$ cat config.mk
export PLATFORM = sky130hd
export DESIGN_NAME = ptt_cell
export DESIGN_NICKNAME = d
export VERILOG_FILES = /design/src/hdl/ptt_pkg.sv /design/src/hdl/ptt_cell.sv
export SDC_FILE = /design/constraint.sdc
export NUM_CORES = 1
export LEC_CHECK = 0
export BUFFER_PORTS_ARGS = -buffer_cell sky130_fd_sc_hd__buf_2
export CORE_ASPECT_RATIO = 1.1
export CORE_MARGIN = 2
export CORE_UTILIZATION = 47
export DETAILED_ROUTE_END_ITERATION = 6
export GPL_ROUTABILITY_DRIVEN = 0
export PLACE_DENSITY = 0.95
export REMOVE_ABC_BUFFERS = 1
export SLEW_MARGIN = 25
export SYNTH_ARGS = -nofsm -noshare
export SYNTH_HDL_FRONTEND = slang
export SYNTH_SLANG_ARGS = --single-unit
$ cat constraint.sdc
create_clock -name clk -period 7.4 [get_ports clk]
set_input_delay 0.37 -clock clk [delete_from_list [all_inputs] [get_ports clk]]
set_output_delay 0.37 -clock clk [all_outputs]
set_load 0.01 [all_outputs]
$ cat src/hdl/ptt_pkg.sv
// Shared constants and types for the pressure trend tracker.
package ptt_pkg;

	localparam logic [39:0] EPOCH_MIN = 40'd1600000000;
	localparam logic [16:0] PRESS_MIN = 17'd30000;
	localparam logic [16:0] PRESS_MAX = 17'd120000;

	localparam logic [16:0] WINDOW_RESET = 17'd10800;
	localparam logic [16:0] SLOW_RESET   = 17'd50;
	localparam logic [16:0] FAST_RESET   = 17'd200;

	localparam logic [1:0] REG_WINDOW = 2'd0;
	localparam logic [1:0] REG_SLOW   = 2'd1;
	localparam logic [1:0] REG_FAST   = 2'd2;

	localparam logic [2:0] CLASS_STEADY       = 3'd0;
	localparam logic [2:0] CLASS_RISING       = 3'd1;
	localparam logic [2:0] CLASS_RISING_FAST  = 3'd2;
	localparam logic [2:0] CLASS_FALLING      = 3'd3;
	localparam logic [2:0] CLASS_FALLING_FAST = 3'd4;

	// Search token that walks down the row of history cells.
	typedef struct packed {
		logic        valid;
		logic        hit;
		logic [16:0] best_p;
	} token_t;

endpackage

$ cat src/hdl/ptt_cell.sv
// One history cell: holds a stored sample and tests the passing search token.
module ptt_cell #(
	parameter int IDX = 0,
	parameter int CW  = 9
) (
	input  logic              clk,
	input  logic              arst_n,
	input  logic              shift_en,
	input  logic [39:0]       t_in,
	input  logic [16:0]       p_in,
	input  ptt_pkg::token_t   tok_in,
	input  logic [CW-1:0]     fill,
	input  logic [39:0]       limit,
	output logic [39:0]       t_out,
	output logic [16:0]       p_out,
	output ptt_pkg::token_t   tok_out
);

	logic [39:0]     t_q;
	logic [16:0]     p_q;
	ptt_pkg::token_t tok_q;
	logic            take;

	always_ff @(posedge clk) begin
		if (shift_en) begin
			t_q <= t_in;
			p_q <= p_in;
		end
	end

	// Cells are ordered newest first, so the first qualifying cell is the youngest one.
	assign take = tok_in.valid && !tok_in.hit && (fill > CW'(IDX)) && (t_q <= limit);

	always_ff @(posedge clk or negedge arst_n) begin
		if (!arst_n) begin
			tok_q <= '0;
		end else begin
			tok_q.valid  <= tok_in.valid;
			tok_q.hit    <= tok_in.hit | take;
			tok_q.best_p <= take ? p_q : tok_in.best_p;
		end
	end

	assign t_out   = t_q;
	assign p_out   = p_q;
	assign tok_out = tok_q;

endmodule

==> impl_metrics.py, run 1 <==
metrics = {
    "global_route": {
        "grt_pass1_wl_um": 13000,
        "grt_pass1_vias": 2899,
        "grt_max_degree": 58,
        "antenna_found_initial": 1,
        "grt_use_total_pct": 21.0,
        "grt-ovfl-total": 0,
    },
    "sta": {
        "fin_setup_tns_ns": 0,
        "holdWs_ns": 0.156,
        "layout_worst_path_cycle_share_pct": 39.3,
        "slew_viol_final": 0,
        "slew_headroom_pct": 50.4,
        "setup_viol": 0,
        "period_minus_slack_ns": 2.91,
        "hold_viol": 0,
        "rsz0062_at_grt": "false",
        "fmax_mhz": 344,
        "clock_skew_ns": 0.0140,
        "tightest_slew_ns": 0.745,
    },
    "run_status": {
        "status": "finished clean",
    },
    "setup_path": {
        "slowest_delay_ns": 0.61,
        "worst-setup-path-type": "reg -> reg",
        "worstReg2RegEnd": "tok_out[15]$_DFF_PN0_",
        "endpoint_kind": "flip-flop",
        "critical_path.top_delay_family": "compound AO/OA/AOI/OAI gates",
        "crit_start": "t_out[18]$_DFFE_PP_",
        "cp_cell_sequence": "ha_1 -> a21o_1 -> a21oi_1 -> a21oi_1 -> a2111oi_0 -> o31ai_1 -> a311o_2 -> mux2_4",
        "rr_startpoint": "t_out[18]$_DFFE_PP_",
        "path_buf_inv": 0,
        "cp_max_fo": 18,
        "reg2reg_slack_ns": 4.49,
        "cp.required_ns": 7.62,
        "cpMostUsedCell": "a21oi_1",
        "startpoint_type": "flip-flop",
        "reg2reg_depth": 8,
        "arrival_ns": 3.13,
        "slowest_stage": "a311o_2",
    },
    "floorplan": {
        "pin_count": 204,
        "die_y_um": 94.7,
        "initial_core_util_pct": 47.9,
        "die_x_um": 86.5,
        "rows": 33,
        "core_um2": 7350,
        "die_area_um2": 8190,
    },
    "routing": {
        "vias": 2712,
        "routedWlPerCell_um": 15.7,
        "drc": 0,
        "viasPerCell": 4.96,
        "first_pass_iters": 4,
        "antenna_left": 0,
        "drt-initial-drc-count": 110,
        "wirelength_um": 8610,
    },
    "clock_tree": {
        "cts_root_buf": "clkbuf_8",
        "postCtsSetupRepairBufs": 0,
        "clock_latency_ns": 0.34,
        "cts-buffers-inserted": 9,
        "cts_num_sinks": 76,
        "clockBufferDepth": 2,
        "clk_pin_slew_ns": 0.08,
        "cts_tree": "built",
        "h-tree-depth": 3,
        "cts_resized": 0,
    },
    "synth": {
        "syn_avg_cell_area_um2": 14.6,
        "synth_cell_types": 32,
        "synth_compound_area_share_pct": 5.44,
        "ys_ff_latch": 76,
        "yosysWarnings": 0,
        "syn_area_um2": 3520,
        "ys_seq_area_share_pct": 62.2,
        "synth.area.top_cells": "edfxtp_1 49%, ha_1 14%, dfrtp_1 14%, inv_1 4.3%, mux2_4 3.8%",
        "muxShareOfSynthArea_pct": 6.40,
        "synth_top_cell_by_area": "edfxtp_1",
        "synthAdderAreaFrac_pct": 14.2,
        "synth_top_family_by_area": "adder cells",
        "synth_cells": 241,
        "synth-simple-area-share_pct": 6.58,
        "synth_xor_area_share_pct": 0,
        "yosysTopAreaCellShare_pct": 48.7,
    },
    "min_path": {
        "min_from": "tok_in[18]",
        "holdPathEnd": "tok_out[18]$_DFF_PN0_",
        "hp-class": "in -> reg",
        "hold_depth": 1,
    },
    "finish": {
        "nNetsFinal": 623,
        "drive_above_1_share_pct": 52.4,
        "design_area_um2": 4860,
        "num_antenna_cells": 0,
        "mostFrequentLayoutCells": "203 x buf_2, 57 x edfxtp_1, 40 x inv_1, 40 x ha_1, 19 x dfrtp_1",
        "final_common_cell": "buf_2",
        "postLayoutCoreUtil_pct": 66.1,
        "syn_to_final_growth_pct": 38.2,
    },
    "run": {
        "max_cap_violations": 0,
    },
    "placed_design": {
        "io_buffers": 203,
        "dpl_cell_area_um2": 4620,
        "dp_hpwl_um": 6950,
    },
    "pwr": {
        "p_per_area_nw_per_um2": 213,
        "p_leak_nw": 2.49,
        "ir_drop_mv": 0.161,
    },
}
## stage by stage
stage	cells	power, mW	setup slack (ns)
2_1_floorplan	239	0.601	4.54
3_3_place_gp	530	0.685	4.12
3_5_place_dp	530	0.696	4.02
4_1_cts	547	1.05	4.06
5_1_grt	547	1.09	4.29
6_report	547	1.04	4.49
## cell type report
type                            instances  area [um2]
Clock buffer                           12         178
Timing Repair Buffer                  205        1030
Sequential cell                        76        2190
Clock inverter                          4        52.6
Tap cell                               87         109
Multi-Input combinational cell        123        1150
Inverter                               40         150
Fill cell                             579        2490
## where the power goes
part	leakage [nW]	internal [mW]	switching, mW
logic	1.59	0.0846	0.0882
registers	0.779	0.497	0.0155
clock network	0.117	0.198	0.154
total	2.49	0.780	0.258
## kinds of logic after synthesis
group                      Yosys count
buffers and inverters               42
muxes                               17
DFF                                 76
AOI/OAI and AO/OA                   30
and+or+nand+nor                     36
adders and majority gates           40
## what timing repair did
item / 4_1_cts / 5_1_grt
endpoints found under the setup margin: 0 / 0
hold buffers: 1 / 0
endpoints found under the hold margin: 19 / 0
## routing by layer
layer / GRT usage, % / wire (um)
met1: 21.3 / 3120
met2: 39.2 / 4680
met3: 6.29 / 623
met4: 9.51 / 189
met5: 0 / 9
## state kept, by name (all words and copies together), names as in the netlist
name     cells
tok_out     19
p_out       17
t_out       40
## how the worst max path moves through the flow
stage | cells past startpoint | endpoint
floorplan | 8 | tok_out[0]$_DFF_PN0_
global placement | 10 | tok_out[1]$_DFF_PN0_
detailed placement | 10 | tok_out[4]$_DFF_PN0_
CTS | 8 | tok_out[4]$_DFF_PN0_
global route | 8 | tok_out[15]$_DFF_PN0_
finish | 8 | tok_out[15]$_DFF_PN0_
## synth_stat cells
library cell and instances:
mux2_2 8, buf_12 1, a221o_1 1, a21boi_0 1, nor4b_4 1, ha_1 40, nand4_1 9, nor3_1 3
nor2b_1 1, a2111oi_0 1, mux2_4 9, nand2_1 5, a311o_1 1, or2_1 1, buf_6 1, a21oi_1 15
a21o_1 4, o31ai_1 2, a21boi_1 1, inv_1 40, edfxtp_1 57, nand3b_1 1, dfrtp_1 19, nand4_2 2
nor4_1 1, or2b_1 1, a211oi_1 2, o21ai_0 1, nand3_1 7, nor4_2 1, o211ai_1 1, nor2_1 3
(Power assumes the default switching activity.)
==> run 2: changes to the inputs <==
--- a/config.mk
+++ b/config.mk
@@ -8,10 +8,10 @@
 export BUFFER_PORTS_ARGS = -buffer_cell sky130_fd_sc_hd__buf_2
 export CORE_ASPECT_RATIO = 1.1
 export CORE_MARGIN = 2
-export CORE_UTILIZATION = 47
+export CORE_UTILIZATION = 44
 export DETAILED_ROUTE_END_ITERATION = 6
 export GPL_ROUTABILITY_DRIVEN = 0
-export PLACE_DENSITY = 0.95
+export PLACE_DENSITY = 0.91
 export REMOVE_ABC_BUFFERS = 1
 export SLEW_MARGIN = 25
 export SYNTH_ARGS = -nofsm -noshare
==> constraint.sdc (replaced) <==
create_clock -name clk -period 2.9 [get_ports clk]
set_input_delay 0.145 -clock clk [delete_from_list [all_inputs] [get_ports clk]]
set_output_delay 0.145 -clock clk [all_outputs]
set_load 0.01 [all_outputs]
==> run 2 against run 1 <==
Global-route usage rose by 1.8 points. Die area up 6.5%. Sequential share of layout area shrank 5.2 points. Worst hold slack got worse by 0.14 ns. Fmax increased by 5.6%. Clock power grew to 2.5 times the previous value. Clock skew fell by 0.0017 ns. Critical path type unchanged. Largest cell class unchanged. Highest routed layer is now met4.
==> impl_metrics.py, run 2 (synthesized netlist as in run 1, its figures left out) <==
metrics = {
    "run_status": {
        "status": "finished clean",
    },
    "floorplan": {
        "initial_core_util_pct": 44.9,
        "die_y_um": 97.8,
        "pin_count": 204,
        "rows": 34,
        "core_um2": 7830,
        "die_area_um2": 8730,
        "die_x_um": 89.2,
    },
    "finish": {
        "design_area_um2": 5490,
        "final_common_cell": "buf_2",
        "multiInputGateArea_um2": 1160,
        "largest_register_ff_count": 40,
        "finalNonFillerCells": 628,
        "drive_above_1_share_pct": 46.6,
        "nNetsFinal": 682,
        "regArea_um2": 2190,
        "n_fill_cell": 553,
        "syn_to_final_growth_pct": 56.1,
        "mostFrequentLayoutCells": "203 x buf_2, 59 x dlygate4sd3_1, 57 x edfxtp_1, 40 x inv_1, 40 x ha_1",
    },
    "min_path": {
        "hold_depth": 2,
        "holdPathEnd": "tok_out[5]$_DFF_PN0_",
        "min_from": "tok_in[5]",
        "hp-class": "in -> reg",
    },
    "routing": {
        "vias": 3020,
        "routedWlPerCell_um": 15.8,
        "drc": 0,
        "drt-initial-drc-count": 115,
        "viasPerCell": 4.81,
        "antenna_left": 0,
        "wirelength_um": 9940,
        "first_pass_iters": 4,
    },
    "setup_path": {
        "worstReg2RegEnd": "tok_out[8]$_DFF_PN0_",
        "worst-setup-path-type": "reg -> reg",
        "reg2reg_depth": 9,
        "reg2reg_slack_ns": 0.14,
        "arrival_ns": 2.99,
        "cp_max_fo": 18,
        "rr_startpoint": "t_out[35]$_DFFE_PP_",
        "endpoint_kind": "flip-flop",
        "cp.required_ns": 3.13,
        "startpoint_type": "flip-flop",
    },
    "pwr": {
        "ir_drop_mv": 0.397,
        "p_leak_nw": 2.75,
        "p_per_area_nw_per_um2": 495,
    },
    "clock_tree": {
        "cts_root_buf": "clkbuf_8",
        "clock_latency_ns": 0.35,
        "cts-buffers-inserted": 9,
        "clockBufferDepth": 2,
        "cts_tree": "built",
        "clk_pin_slew_ns": 0.09,
        "cts_num_sinks": 76,
        "postCtsSetupRepairBufs": 0,
        "h-tree-depth": 3,
    },
    "global_route": {
        "antenna_found_initial": 1,
        "grt_pass1_wl_um": 14800,
        "grt_pass1_vias": 3337,
        "grt-ovfl-total": 0,
        "grt_max_degree": 32,
        "grt_use_total_pct": 22.8,
    },
    "placed_design": {
        "dpl_cell_area_um2": 4660,
        "dp.cells": 552,
        "dp_hpwl_um": 7150,
        "io_buffers": 203,
    },
    "sta": {
        "period_minus_slack_ns": 2.76,
        "setup_viol": 0,
        "clock_skew_ns": 0.0123,
        "hold_viol": 0,
        "rsz0062_at_grt": "false",
        "tightest_slew_ns": 0.739,
        "slew_viol_final": 0,
        "fin_setup_tns_ns": 0,
        "fmax_mhz": 363,
        "layout_worst_path_cycle_share_pct": 95.1,
        "slew_headroom_pct": 50.7,
    },
    "run": {
        "max_cap_violations": 0,
    },
}
-- run 2: cell types whose count changed in the layout (fill, tap and decap cells not counted), sizes merged --
| cell | previous run | this run |
|---|---|---|
| buf | 204 | 205 |
| clkbuf | 12 | 10 |
| clkinv | 2 | 0 |
| diode | 0 | 1 |
| dlygate4sd3 | 1 | 59 |
| inv | 41 | 45 |
-- run 2: how the worst max path moves through the flow --
stage / end / cells past startpoint / slack [ns] / start
final: tok_out[8]$_DFF_PN0_ / 9 / 0.14 / t_out[35]$_DFFE_PP_
after global routing: tok_out[8]$_DFF_PN0_ / 9 / 0.02 / t_out[37]$_DFFE_PP_
after CTS: tok_out[8]$_DFF_PN0_ / 9 / 0.09 / t_out[37]$_DFFE_PP_
after detailed placement: tok_out[8]$_DFF_PN0_ / 9 / 0.09 / t_out[37]$_DFFE_PP_
after global placement: tok_out[10]$_DFF_PN0_ / 9 / 0.24 / t_out[37]$_DFFE_PP_
after floorplan: tok_out[0]$_DFF_PN0_ / 8 / 0.04 / t_out[37]$_DFFE_PP_
-- run 2: routing by layer --
layer  vias up  global-route usage, %  wire length [um]
met5         -                      0                 0
met1      1416                   21.5              3450
met2       147                   44.7              5590
met4         0                   8.50               301
met3        26                   5.92               598
li1       1431                      -                 -
-- run 2: layout make-up --
class | instances | area share, %
multi-input combinational | 123 | 21.1
sequential | 76 | 39.8
clock buffer | 10 | 2.71
tap | 108 | 2.46
antenna | 1 | 0.0456
clock inverter | 6 | 1.34
inverter | 40 | 2.74
timing repair buffer | 264 | 29.8
-- run 2: what timing repair did --
item	in CTS	in global routing
hold buffers	59	0
endpoints found under the setup margin	0	5
endpoints found under the hold margin	77	0
gates resized for setup	0	1
-- run 2: through the flow --
stage	total power [mW]	hold WS, ns	setup slack (ns)	utilization (%)
2_1_floorplan	1.53	-0.151	0.0440	-
3_3_place_gp	1.75	0.0993	0.237	59.6
3_5_place_dp	1.78	0.107	0.0905	59.6
4_1_cts	2.74	0.00358	0.0863	70.0
5_1_grt	2.85	0.00755	0.0182	70.1
6_report	2.72	0.0199	0.142	70.1
-- run 2: power by group --
group | switching, mW | internal (mW)
logic | 0.244 | 0.270
clock network | 0.427 | 0.466
registers | 0.0421 | 1.27
total | 0.713 | 2.00
-- run 2: worst max-delay path, cell delays in order (launching register included) --
cell and delay, ns:
edfxtp_1 0.42, ha_1 0.35, nand4_2 0.18, nor4_4 0.34
nor4b_4 0.27, nand2_1 0.10, a21boi_1 0.13, a311o_1 0.37
buf_12 0.18, mux2_4 0.30
